**config.mk**
```make
export PLATFORM = sky130hd
export DESIGN_NAME = sensor_frame_crc_decode_flat
export DESIGN_NICKNAME = d
export VERILOG_FILES = /design/src/sfcd_pkg.sv /design/src/sfcd_if.sv /design/src/sensor_frame_crc_decode.sv /design/src/flat_wrapper.sv
export SDC_FILE = /design/constraint.sdc
export NUM_CORES = 1
export LEC_CHECK = 0
export BUFFER_PORTS_ARGS = -buffer_cell sky130_fd_sc_hd__buf_2
export CORE_ASPECT_RATIO = 1.4
export CORE_MARGIN = 5
export CORE_UTILIZATION = 45
export CTS_CLUSTER_DIAMETER = 150
export DETAILED_ROUTE_END_ITERATION = 6
export GPL_TIMING_DRIVEN = 0
export PLACE_DENSITY = 0.63
export SYNTH_ARGS = -nofsm -noshare
export SYNTH_HDL_FRONTEND = slang
export SYNTH_SLANG_ARGS = --single-unit
```
**constraint.sdc**
```tcl
create_clock -name clk -period 5.42 [get_ports clk]
set_input_delay 1.084 -clock clk [delete_from_list [all_inputs] [get_ports clk]]
set_output_delay 1.084 -clock clk [all_outputs]
set_load 0.1 [all_outputs]
```
**src/sfcd_pkg.sv**
```systemverilog
package sfcd_pkg;

	localparam int BYTE_W = 8;
	localparam int WORD_W = 16;
	localparam int CENTI_W = 15;
	localparam int PROD_W = WORD_W + CENTI_W;

	localparam logic [BYTE_W-1:0] CRC_POLY = 8'h31;
	localparam logic [BYTE_W-1:0] CRC_INIT = 8'hFF;

	localparam logic [CENTI_W-1:0] TEMP_SPAN = 15'd17500;
	localparam logic [CENTI_W-1:0] HUM_SPAN = 15'd12500;
	localparam logic signed [CENTI_W-1:0] TEMP_OFFSET = -15'sd4500;
	localparam logic signed [CENTI_W-1:0] HUM_OFFSET = -15'sd600;
	localparam logic [WORD_W:0] FULL_SCALE = 17'd65535;

	typedef enum logic [2:0] {
		POS_TEMP_HI  = 3'd0,
		POS_TEMP_LO  = 3'd1,
		POS_TEMP_CRC = 3'd2,
		POS_HUM_HI   = 3'd3,
		POS_HUM_LO   = 3'd4,
		POS_HUM_CRC  = 3'd5
	} pos_t;

	typedef logic signed [CENTI_W-1:0] centi_t;

	function automatic logic [BYTE_W-1:0] crc8_feed(input logic [BYTE_W-1:0] crc,
		input logic [BYTE_W-1:0] data);
		logic [BYTE_W-1:0] c;
		c = crc ^ data;
		for (int k = 0; k < BYTE_W; k++) begin
			if (c[BYTE_W-1]) begin
				c = {c[BYTE_W-2:0], 1'b0} ^ CRC_POLY;
			end else begin
				c = {c[BYTE_W-2:0], 1'b0};
			end
		end
		return c;
	endfunction

	// The product is split as a*65536 + b = a*65535 + (a + b); since a + b stays
	// below twice the full scale, one compare finishes the division by 65535.
	function automatic centi_t scale_centi(input logic [PROD_W-1:0] prod,
		input centi_t offset);
		logic [CENTI_W-1:0] a;
		logic [WORD_W-1:0] b;
		logic [WORD_W:0] sum;
		logic [CENTI_W-1:0] q;
		a = prod[PROD_W-1:WORD_W];
		b = prod[WORD_W-1:0];
		sum = {2'b00, a} + {1'b0, b};
		q = a + CENTI_W'(sum >= FULL_SCALE);
		return centi_t'(q + offset);
	endfunction

endpackage

```
**src/sfcd_if.sv**
```systemverilog
interface sfcd_in_if;
	logic       valid;
	logic       ready;
	logic [7:0] rx_byte;
	logic       frame_start;

	modport source (output valid, rx_byte, frame_start, input ready);
	modport sink (input valid, rx_byte, frame_start, output ready);
endinterface

interface sfcd_out_if;
	logic               valid;
	logic               ready;
	logic signed [14:0] temperature_centi;
	logic signed [14:0] humidity_centi;
	logic               temp_crc_ok;
	logic               hum_crc_ok;
	logic               frame_ok;

	modport source (output valid, temperature_centi, humidity_centi, temp_crc_ok,
		hum_crc_ok, frame_ok, input ready);
	modport sink (input valid, temperature_centi, humidity_centi, temp_crc_ok,
		hum_crc_ok, frame_ok, output ready);
endinterface

```
**src/sensor_frame_crc_decode.sv**
```systemverilog
// Decodes the six-byte temperature/humidity reply, one byte per beat: temperature
// high, low, CRC-8, then humidity high, low, CRC-8 (polynomial 0x31, init 0xFF).
// A beat with frame_start set restarts the frame at its first byte and drops any
// partial frame. The sixth byte yields one result beat with the scaled readings in
// hundredths (unclamped) and the two CRC flags. A byte is taken every cycle while
// the result side keeps up; a result is registered first in the scaling multiplier
// stage and then in the output register.
module sensor_frame_crc_decode (
	input logic        clk,
	input logic        arst_n,
	sfcd_in_if.sink    rx,
	sfcd_out_if.source res
);
	import sfcd_pkg::*;

	pos_t              pos_q;
	pos_t              pos_cur;
	pos_t              pos_nxt;
	logic [BYTE_W-1:0] crc_q;
	logic [BYTE_W-1:0] crc_base;
	logic [BYTE_W-1:0] crc_calc;
	logic [BYTE_W-1:0] hold_q;
	logic [WORD_W-1:0] temp_word_q;
	logic [WORD_W-1:0] hum_word_q;
	logic              temp_good_q;
	logic              advance;
	logic              rx_fire;
	logic              last_byte;

	logic              valid_s1;
	logic [PROD_W-1:0] temp_prod_s1;
	logic [PROD_W-1:0] hum_prod_s1;
	logic              temp_ok_s1;
	logic              hum_ok_s1;

	logic              out_valid_q;
	centi_t            temp_centi_q;
	centi_t            hum_centi_q;
	logic              temp_ok_q;
	logic              hum_ok_q;
	logic              frame_ok_q;

	assign advance = !out_valid_q || res.ready;
	assign rx.ready = advance;
	assign rx_fire = rx.valid && advance;

	always_comb begin
		if (rx.frame_start || pos_q > POS_HUM_CRC) begin
			pos_cur = POS_TEMP_HI;
		end else begin
			pos_cur = pos_q;
		end
		if (pos_cur == POS_TEMP_HI || pos_cur == POS_HUM_HI) begin
			crc_base = CRC_INIT;
		end else begin
			crc_base = crc_q;
		end
		crc_calc = crc8_feed(crc_base, rx.rx_byte);
		last_byte = pos_cur == POS_HUM_CRC;
	end

	always_comb begin
		unique case (pos_cur)
			POS_TEMP_HI:  pos_nxt = POS_TEMP_LO;
			POS_TEMP_LO:  pos_nxt = POS_TEMP_CRC;
			POS_TEMP_CRC: pos_nxt = POS_HUM_HI;
			POS_HUM_HI:   pos_nxt = POS_HUM_LO;
			POS_HUM_LO:   pos_nxt = POS_HUM_CRC;
			default:      pos_nxt = POS_TEMP_HI;
		endcase
	end

	always_ff @(posedge clk or negedge arst_n) begin
		if (!arst_n) begin
			pos_q <= POS_TEMP_HI;
			crc_q <= CRC_INIT;
		end else if (rx_fire) begin
			pos_q <= pos_nxt;
			if (pos_cur == POS_TEMP_CRC || pos_cur == POS_HUM_CRC) begin
				crc_q <= CRC_INIT;
			end else begin
				crc_q <= crc_calc;
			end
		end
	end

	always_ff @(posedge clk) begin
		if (rx_fire) begin
			case (pos_cur) inside
				POS_TEMP_HI, POS_HUM_HI: hold_q <= rx.rx_byte;
				POS_TEMP_LO:             temp_word_q <= {hold_q, rx.rx_byte};
				POS_TEMP_CRC:            temp_good_q <= rx.rx_byte == crc_q;
				POS_HUM_LO:              hum_word_q <= {hold_q, rx.rx_byte};
				default:                 ;
			endcase
		end
	end

	always_ff @(posedge clk or negedge arst_n) begin
		if (!arst_n) begin
			valid_s1 <= 1'b0;
			out_valid_q <= 1'b0;
		end else if (advance) begin
			valid_s1 <= rx_fire && last_byte;
			out_valid_q <= valid_s1;
		end
	end

	always_ff @(posedge clk) begin
		if (rx_fire && last_byte) begin
			temp_prod_s1 <= {{WORD_W{1'b0}}, TEMP_SPAN} * {{CENTI_W{1'b0}}, temp_word_q};
			hum_prod_s1 <= {{WORD_W{1'b0}}, HUM_SPAN} * {{CENTI_W{1'b0}}, hum_word_q};
			temp_ok_s1 <= temp_good_q;
			hum_ok_s1 <= rx.rx_byte == crc_q;
		end
		if (advance && valid_s1) begin
			temp_centi_q <= scale_centi(temp_prod_s1, TEMP_OFFSET);
			hum_centi_q <= scale_centi(hum_prod_s1, HUM_OFFSET);
			temp_ok_q <= temp_ok_s1;
			hum_ok_q <= hum_ok_s1;
			frame_ok_q <= temp_ok_s1 && hum_ok_s1;
		end
	end

	assign res.valid = out_valid_q;
	assign res.temperature_centi = temp_centi_q;
	assign res.humidity_centi = hum_centi_q;
	assign res.temp_crc_ok = temp_ok_q;
	assign res.hum_crc_ok = hum_ok_q;
	assign res.frame_ok = frame_ok_q;

	a_pos_reachable: assert property (@(posedge clk) disable iff (!arst_n)
		pos_q <= POS_HUM_CRC)
		else $error("byte position left the frame");

	a_start_restarts: assert property (@(posedge clk) disable iff (!arst_n)
		rx_fire && rx.frame_start |=> pos_q == POS_TEMP_LO)
		else $error("frame start did not restart the frame");

	a_stage_holds: assert property (@(posedge clk) disable iff (!arst_n)
		valid_s1 && !advance |=> valid_s1 && $stable(temp_prod_s1))
		else $error("scaling stage lost a result under stall");

	a_result_source: assert property (@(posedge clk) disable iff (!arst_n)
		$rose(out_valid_q) |-> $past(valid_s1))
		else $error("result beat without a completed frame");

	a_frame_ok: assert property (@(posedge clk) disable iff (!arst_n)
		out_valid_q |-> frame_ok_q == (temp_ok_q && hum_ok_q))
		else $error("frame_ok disagrees with the CRC flags");

endmodule

```
**src/flat_wrapper.sv**
```systemverilog
// flat-port wrapper written by rule: the top's interface ports become plain ports
module sensor_frame_crc_decode_flat import sfcd_pkg::*;
  (clk, arst_n, rx_valid, rx_rx_byte, rx_frame_start, rx_ready, res_valid, res_temperature_centi, res_humidity_centi, res_temp_crc_ok, res_hum_crc_ok, res_frame_ok, res_ready);
  sfcd_in_if rx_i ();
  sfcd_out_if res_i ();
  input logic clk;
  input logic arst_n;
  input wire logic [$bits(rx_i.valid)-1:0] rx_valid;
  input wire logic [$bits(rx_i.rx_byte)-1:0] rx_rx_byte;
  input wire logic [$bits(rx_i.frame_start)-1:0] rx_frame_start;
  output wire logic [$bits(rx_i.ready)-1:0] rx_ready;
  output wire logic [$bits(res_i.valid)-1:0] res_valid;
  output wire logic [$bits(res_i.temperature_centi)-1:0] res_temperature_centi;
  output wire logic [$bits(res_i.humidity_centi)-1:0] res_humidity_centi;
  output wire logic [$bits(res_i.temp_crc_ok)-1:0] res_temp_crc_ok;
  output wire logic [$bits(res_i.hum_crc_ok)-1:0] res_hum_crc_ok;
  output wire logic [$bits(res_i.frame_ok)-1:0] res_frame_ok;
  input wire logic [$bits(res_i.ready)-1:0] res_ready;
  assign rx_i.valid = rx_valid;
  assign rx_i.rx_byte = rx_rx_byte;
  assign rx_i.frame_start = rx_frame_start;
  assign rx_ready = rx_i.ready;
  assign res_valid = res_i.valid;
  assign res_temperature_centi = res_i.temperature_centi;
  assign res_humidity_centi = res_i.humidity_centi;
  assign res_temp_crc_ok = res_i.temp_crc_ok;
  assign res_hum_crc_ok = res_i.hum_crc_ok;
  assign res_frame_ok = res_i.frame_ok;
  assign res_i.ready = res_ready;
  sensor_frame_crc_decode u_core (.clk(clk), .arst_n(arst_n), .rx(rx_i), .res(res_i));
endmodule
```
Word level (Yosys, flattened, before mapping)
Cells that the tools add are included.
Word-level totals
  register bits: 146
  input port bits: 13
  logic and storage cells: 73
Cells by class
  add/sub/neg operators: 6
  multiply operators: 2
  order comparisons: 3
  equal/unequal tests: 6
  mux-type cells: 12
  bitwise logic cells: 12
  reduce and logical (&&, ||, !) cells: 15
Operator list (number)
  2-to-1 mux 6 bit: 8
  greater-or-equal comparator 17 x 16 -> 1 bit, second input constant: 2
  adder 15 bit, second input constant: 2
  multiplier 13 x 16 -> 29 bit, first input constant: 1
  multiplier 12 x 16 -> 28 bit, first input constant: 1
  NOT 3 bit: 8
  adder 14 x 16 -> 17 bit: 1
  adder 15 x 16 -> 17 bit: 1
  2-to-1 mux 8 bit: 2
  adder 14 x 1 -> 15 bit: 1
  adder 15 x 1 -> 15 bit: 1
  case mux 3 bit (5 select lines): 1
  equality test 8 bit: 1
  bitwise XOR 8 bit: 1
  equality test 3 x 2 -> 1 bit, second input constant: 2
  equality test 3 bit, second input constant: 2
  AND reduction 5 bit: 1
  logical AND 1 bit: 4
  logical OR 1 bit: 4
  AND reduction 4 bit: 1
  equality test 3 x 1 -> 1 bit, second input constant: 1
  > comparator 3 bit, second input constant: 1
  zero test 3 bit: 1
  2-to-1 mux 3 bit: 1
  other kinds (5): 7

Logic depth before layout (Yosys ltp)
Gate-level depths: netlist of the first run.
  depth in word-level cells: 24
  mapped depth: 20
  depth with buffers taken out: 20

Worst setup path before layout of the first run
No wires, ideal clock.
  path type: input to register
  start point: input res_ready
  end point: register u_core.hum_ok_s1, enable pin
  setup time: 476 ps
  arrival time: 4804 ps
  required time: 4944 ps
  setup slack: 140 ps
  stages: 4
  cell sequence: nand2b_1 -> and2_1 -> nand3b_1 -> nor2_1
On the way
  cells in the longest elaborated chain, start to end: 3
RTL lines
  from (decl): RTL line flat_wrapper.sv:18  | input wire logic [$bits(res_i.ready)-1:0] res_ready;
  logical OR 1 bit: RTL line sensor_frame_crc_decode.sv:43  | assign advance = !out_valid_q || res.ready;
  logical AND 1 bit: RTL line sensor_frame_crc_decode.sv:45  | assign rx_fire = rx.valid && advance;
  logical AND 1 bit: RTL line sensor_frame_crc_decode.sv:110  | if (rx_fire && last_byte) begin
  to (signal assigned): RTL line sensor_frame_crc_decode.sv:114  | hum_ok_s1 <= rx.rx_byte == crc_q;
  to (decl): RTL line sensor_frame_crc_decode.sv:34  | logic hum_ok_s1;
Every way passes these cells.
A chain may end at the register's enable or synchronous reset.

Worst setup path in the final report of the first run
  start point: register u_core.hum_word_q[9]
  end point: register u_core.hum_prod_s1[28], data pin
On the way
  cells in the longest elaborated chain, start to end: 1
RTL lines
  from (decl): RTL line sensor_frame_crc_decode.sv:24  | logic [WORD_W-1:0] hum_word_q;
  from (signal assigned): RTL line sensor_frame_crc_decode.sv:93  | POS_HUM_LO: hum_word_q <= {hold_q, rx.rx_byte};
  multiplier 12 x 16 -> 28 bit: RTL line sensor_frame_crc_decode.sv:112  | hum_prod_s1 <= {{WORD_W{1'b0}}, HUM_SPAN} * {{CENTI_W{1'b0}}, hum_word_q};
  to (signal assigned): RTL line sensor_frame_crc_decode.sv:112
  to (decl): RTL line sensor_frame_crc_decode.sv:32  | logic [PROD_W-1:0] hum_prod_s1;
Every way passes these cells.

==> results of run 1 <==
repair_timing:
action | CTS | global route
buffers inserted | 0 | 8
resized for setup | 0 | 3
setup endpoints to repair | 0 | 3
synthesized netlist by cell type, drive strengths merged, types with 2 or more instances:
master | n | area [um2]
a2111oi | 3 | 26.3
a211o | 4 | 35.0
a211oi | 8 | 60.1
a21boi | 3 | 22.5
a21o | 20 | 150
a21oi | 58 | 290
a31oi | 7 | 43.8
a41oi | 2 | 17.5
and2 | 5 | 31.3
and3 | 7 | 43.8
and4 | 2 | 17.5
buf | 4 | 38.8
clkbuf | 3 | 11.3
dfrtp | 5 | 125
dfstp | 8 | 210
edfxtp | 133 | 3990
fa | 91 | 1820
ha | 228 | 2850
inv | 245 | 920
nand2 | 31 | 116
nand2b | 8 | 50.1
nand3 | 11 | 55.1
nand3b | 3 | 22.5
nand4 | 5 | 31.3
nand4b | 2 | 17.5
nor2 | 45 | 184
nor2b | 10 | 62.6
nor3 | 18 | 90.1
nor4 | 5 | 31.3
o2111ai | 2 | 17.5
o211ai | 3 | 22.5
o21a | 13 | 97.6
o21ai | 37 | 185
o21bai | 6 | 45.0
o2bb2ai | 2 | 17.5
o31a | 3 | 26.3
o31ai | 3 | 22.5
or3 | 4 | 25.0
xnor2 | 83 | 764
xor2 | 34 | 305
final timing paths:
path | to | slack [ns] | from
worst max-delay path | u_core.hum_prod_s1[28] | 0.22 | u_core.hum_word_q[9]
worst min-delay path | u_core.temp_ok_s1 | 0.42 | u_core.temp_good_q
worst max register to register | u_core.hum_prod_s1[28] | 0.22 | u_core.hum_word_q[9]
worst min register to register | u_core.temp_ok_s1 | 0.42 | u_core.temp_good_q
max in group asynchronous | u_core.crc_q[4] | 4.58 | arst_n
min in group asynchronous | u_core.pos_q[0] | 0.54 | arst_n
cell families (layout without fill, tap and decap cells):
group	count (synthesis)	count (layout)	share of synthesized area
fa+ha+maj	319	319	0.359
buf+inv	252	342	0.0745
flops	146	146	0.332
xor+xnor	117	117	0.0821
compound gates	184	184	0.0897
simple gates	160	160	0.0623
stage by stage:
stage | std cells | hold WS [ns] | total power [W] | TNS (ns)
after CTS | 1635 | 0.427 | 0.00483 | 0
after floorplan | 1178 | 0.400 | 0.00319 | 0
after global placement | 1600 | 0.411 | 0.00360 | -9.49
after detailed placement | 1603 | 0.411 | 0.00362 | 0
final | 1643 | 0.423 | 0.00479 | 0
after global routing | 1643 | 0.444 | 0.00519 | 0
layout make-up:
type	instances	area (um2)
buffer	7	50.0
clock buffer	17	425
clock inverter	15	163
fill	2567	14000
inverter	245	920
multi-input combinational	780	7760
sequential	146	4330
tap	375	469
timing repair buffer	58	334
sequential cells by signal, indices dropped and copies added, names as in the netlist:
register / flops
u_core.crc_q: 8
u_core.hold_q: 8
u_core.hum_ok_s1: 1
u_core.hum_prod_s1: 28
u_core.hum_word_q: 16
u_core.pos_q: 3
u_core.res.frame_ok: 1
u_core.res.hum_crc_ok: 1
u_core.res.humidity_centi: 15
u_core.res.temp_crc_ok: 1
u_core.res.temperature_centi: 15
u_core.res.valid: 1
u_core.temp_good_q: 1
u_core.temp_ok_s1: 1
u_core.temp_prod_s1: 29
u_core.temp_word_q: 16
u_core.valid_s1: 1
report_power, final:
part,total [W],internal (W),switching [W]
combinational,0.00211,0.000928,0.00118
sequential,0.00150,0.00143,0.0000694
clock,0.00118,0.000653,0.000522
total,0.00479,0.00301,0.00178
layer usage:
| layer | wire (um) | GRT usage | vias to the layer above |
|---|---|---|---|
| met3 | 511 | 0.0264 | 35 |
| met5 | 0 | 0 | - |
| met4 | 613 | 0.0615 | 0 |
| li1 | - | - | 4149 |
| met1 | 10600 | 0.191 | 3850 |
| met2 | 12200 | 0.274 | 86 |
worst max-delay path: cells and delay by family, from the launching register on:
kind	cells	cell delay, ns
buf+inv	4	0.26
flops	1	0.50
xor+xnor	1	0.11
fa+ha+maj	6	2.56
compound gates	6	1.51
==> qor.csv, run 1 <==
stage,metric,value,unit
status,outcome,finished clean,
logic_synthesis,Post-synth EDFFs,133,
final_layout,final core utilization,0.507,
sta,PnR worst setup slack,0.216,ns
global_routing,initial antenna violation count,0,
final_layout,n_diodes,0,
clock_network,H-tree depth,4,
global_routing,first-pass GRT wire length,40.6,mm
logic_synthesis,Syn Area/Cell,11.1,um2
final_layout,finished layout cell area,14400,um2
final_layout,NumNets Final,1587,
worst_setup_path,CP required,5.60,ns
worst_setup_path,Reg2Reg Depth,17,
worst_hold_path,Hold WC Path Type,flop to flop,
logic_synthesis,"flops & latches, synth",146,
sta,slew margin rel.,0.358,
floorplan,Die ar.,32500,um2
worst_setup_path,"slowest stage delay, CP",0.54,ns
sta,Final Max Slew Viols,0,
clock_network,clk sinks,146,
worst_setup_path,CP max FO,5,
clock_network,"Hold-fix buffers, CTS",0,
final_layout,most frequent cells in the layout,"inv_1, ha_1, edfxtp_1",
worst_setup_path,Startpoint Class,flop,
sta,Worst-Margin Slew,0.954,ns
worst_setup_path,CP dominant cell by count,inv_1,
placement,DP Area,13800,um2
route,DRT Pass-1 Iters,4,
clock_network,CTS tree,yes,
route,ANT nets after route,0,
global_routing,largest net degree at the start of global routing,39,
floorplan,Initial Utilization,0.457,
sta,fin crit share,0.960,
clock_network,CTS buffer count,17,
clock_network,maximum root-to-sink buffer count,2,
floorplan,die width,154,um
global_routing,Total GRT Usage,0.156,
logic_synthesis,commonest register cell after synthesis,edfxtp_1,
sta,Fmax,192,MHz
floorplan,Vert. Die Dim,211,um
logic_synthesis,number of distinct library cells after synthesis,59,
sta,skew final,0.00962,ns
pwr,peak supply drop,235,uV
logic_synthesis,Mapped Area,13000,um2
placement,I/O Buffers,47,
pwr,PD cells,331,nW/um2
final_layout,"most common cell after layout, fill and taps aside",inv_1,
placement,Final GP Congestion,0.883,
sta,setup violators final,0,
placement,DP Worst Slack,0.0703,ns
worst_hold_path,WHS Path Cells,0,
logic_synthesis,synth warn,0,
placement,dpl hpwl,20.0,mm
route,Routed WL,23.9,mm
final_layout,P&R area growth vs syn,10.9,%
global_routing,aggregate global routing overflow,0,
worst_setup_path,critical setup path kind,flop to flop,
global_routing,vias in the first global route,8399,
worst_setup_path,CP Data Arrival Time,5.38,ns
pwr,Lkg Pwr,6.78,nW
worst_setup_path,"Slowest-stage cell, CP",fa_1,
sta,Final Hold Viols,0,
sta,RSZ-0062 raised after global routing,false,
final_layout,layout cells sized above 1,0.0931,
clock_network,clock root cell,clkbuf_16,
route,Via density,4.94,
floorplan,top-level I/O count,48,
worst_setup_path,Worst setup EP type,flop,
clock_network,Clock transition at path regs,0.07,ns
route,Iter 0 DRT Violations,220,
route,Routed WL per cell,14.6,um
route,DR vias,8120,
logic_synthesis,register area share after synthesis,0.332,
logic_synthesis,ys async rst share,0.0890,
floorplan,# rows,73,
route,DRC,0,
logic_synthesis,syn nets,1510,
clock_network,Worst-Skew Late Latency,0.44,ns
run,max-cap violations,0,
worst_setup_path,CP cell instances,ha_1 -> ha_1 -> inv_1 -> fa_1 -> inv_1 -> fa_1 -> inv_1 -> fa_1 -> inv_1 -> ha_1 -> a211o_1 -> o22a_1 -> a41o_1 -> a41oi_1 -> a21oi_1 -> a211oi_1 -> xnor2_1,
sta,"Min Clock Period, post-route",5.20,ns
logic_synthesis,Post-Syn Instances,1178,
floorplan,CORE AREA,28500,um2
Power figures use the tool's default switching activity.
==> inputs of run 2 (changes only) <==
- clock period: 5.42 -> 5.3 ns (I/O delays scaled with it)
==> qor.csv, run 2 (synthesis results as in run 1) <==
stage,metric,value,unit
route,Via density,4.93,
sta,Worst-Margin Slew,0.942,ns
worst_hold_path,WHS Path Cells,0,
clock_network,clock root cell,clkbuf_16,
final_layout,n_diodes,0,
worst_setup_path,Startpoint Class,flop,
sta,"Min Clock Period, post-route",5.10,ns
pwr,switch share,0.371,
placement,DP Worst Slack,-0.0497,ns
route,Iter 0 DRT Violations,231,
worst_setup_path,Worst setup EP type,flop,
clock_network,CTS tree,yes,
worst_setup_path,R2R Path End,u_core.hum_prod_s1[28],
worst_setup_path,CP Data Arrival Time,5.28,ns
sta,RSZ-0062 raised after global routing,false,
clock_network,Clock transition at path regs,0.07,ns
final_layout,NumNets Final,1593,
clock_network,clk sinks,146,
global_routing,first-pass GRT wire length,40.7,mm
placement,I/O Buffers,47,
sta,fin crit share,0.962,
floorplan,top-level I/O count,48,
pwr,Reg power frac,0.312,
worst_setup_path,critical setup path kind,flop to flop,
placement,Final GP Congestion,0.883,
global_routing,aggregate global routing overflow,0,
route,DRT Pass-1 Iters,4,
floorplan,Initial Utilization,0.457,
global_routing,vias in the first global route,8418,
worst_hold_path,Hold WC Path Type,flop to flop,
floorplan,CORE AREA,28500,um2
worst_hold_path,worst hold endpoint,u_core.temp_ok_s1,
sta,Final Hold Viols,0,
floorplan,# rows,73,
sta,slew margin rel.,0.367,
clock_network,"Hold-fix buffers, CTS",0,
global_routing,Total GRT Usage,0.156,
pwr,Lkg Pwr,6.81,nW
final_layout,"most common cell after layout, fill and taps aside",inv_1,
worst_hold_path,Hold Path Origin,u_core.temp_good_q,
clock_network,maximum root-to-sink buffer count,2,
final_layout,max reg flops,29,
global_routing,largest net degree at the start of global routing,39,
pwr,cell-internal power,0.00309,W
sta,WHS,0.423,ns
route,ANT nets after route,0,
worst_setup_path,Reg2Reg Depth,17,
sta,skew final,0.00966,ns
status,outcome,finished clean,
pwr,Clock power frac,0.245,
sta,setup violators final,0,
route,DR vias,8126,
final_layout,fillers,2559,
route,DRC,0,
final_layout,P&R area growth vs syn,11.4,%
worst_setup_path,CP required,5.48,ns
sta,Fmax,196,MHz
placement,dpl hpwl,20.0,mm
final_layout,largest register by flop count,u_core.temp_prod_s1,
final_layout,register area,4330,um2
floorplan,Vert. Die Dim,211,um
floorplan,Die ar.,32500,um2
sta,Setup TNS,0,ns
sta,Final Max Slew Viols,0,
worst_setup_path,reg2reg start,u_core.hum_word_q[9],
final_layout,Multi-input gate area,7780,um2
clock_network,H-tree depth,4,
run,max-cap violations,0,
final_layout,layout cells sized above 1,0.100,
final_layout,most frequent cells in the layout,"inv_1, ha_1, edfxtp_1",
route,Routed WL,24.0,mm
pwr,Comb pwr share,0.443,
pwr,sw power,0.00182,W
clock_network,CTS buffer count,17,
final_layout,Regs by FF count,"u_core.temp_prod_s1 (29), u_core.hum_prod_s1 (28)",
global_routing,initial antenna violation count,0,
worst_setup_path,flop2flop setup slack,0.20,ns
pwr,PD cells,338,nW/um2
worst_setup_path,CP max FO,5,
pwr,total power,0.00491,W
route,Routed WL per cell,14.6,um
clock_network,Worst-Skew Late Latency,0.44,ns
sta,PnR worst setup slack,0.200,ns
pwr,peak supply drop,240,uV
floorplan,die width,154,um
run 2: power groups by stage:
| stage | clock network [W] | registers [W] | logic, W |
|---|---|---|---|
| floorplan | 0 | 0.00157 | 0.00169 |
| global placement | 0 | 0.00156 | 0.00211 |
| detailed placement | 0 | 0.00156 | 0.00214 |
| CTS | 0.00124 | 0.00154 | 0.00218 |
| global route | 0.00129 | 0.00154 | 0.00250 |
| finish | 0.00120 | 0.00153 | 0.00217 |
run 2: stage by stage:
step           area, um2  std cells   util
2_1_floorplan      13000       1178      -
3_3_place_gp       13700       1600  0.482
3_5_place_dp       13800       1603  0.484
4_1_cts            14400       1639  0.506
5_1_grt            14500       1649  0.509
6_report           14500       1649  0.509
run 2: routing by layer:
layer	global-route usage	up-vias	routed length (um)
met4	0.0615	0	618
met2	0.274	90	12200
met1	0.191	3844	10600
met3	0.0264	35	511
li1	-	4157	-
met5	0	-	0
run 2: worst max-delay path: stages (launching register included):
cell	delay [ns]
edfxtp_1	0.50
ha_1	0.33
ha_1	0.28
inv_1	0.09
fa_1	0.54
inv_1	0.06
fa_1	0.53
inv_1	0.06
fa_1	0.53
inv_1	0.05
ha_1	0.35
a211o_1	0.28
o22a_1	0.24
a41o_1	0.29
a41oi_2	0.24
a21oi_1	0.14
a211oi_2	0.22
xnor2_1	0.10
run 2: layout make-up:
| cell class | count | share of cell area |
|---|---|---|
| buffer | 7 | 0.00345 |
| clock buffer | 17 | 0.0293 |
| clock inverter | 15 | 0.0112 |
| inverter | 245 | 0.0634 |
| multi-input combinational | 780 | 0.536 |
| sequential | 146 | 0.298 |
| tap | 375 | 0.0323 |
| timing repair buffer | 64 | 0.0261 |
run 2: what timing repair did:
action                                  4_1_cts  5_1_grt
buffers inserted                              4       10
gates resized for setup                       1        7
endpoints found under the setup margin        2        9
pin swaps                                     0        1
run 2: worst max-delay path by stage:
stage	startpoint	to	slack (ns)	cells past startpoint
finish	u_core.hum_word_q[9]	u_core.hum_prod_s1[28]	0.20	17
global route	u_core.hum_word_q[9]	u_core.hum_prod_s1[28]	0.01	17
CTS	u_core.temp_word_q[4]	u_core.temp_prod_s1[30]	0.005	17
detailed placement	u_core.temp_word_q[4]	u_core.temp_prod_s1[30]	-0.05	17
global placement	res_ready	u_core.hum_prod_s1[28]	-0.27	5
floorplan	res_ready	u_core.hum_ok_s1	0.04	4
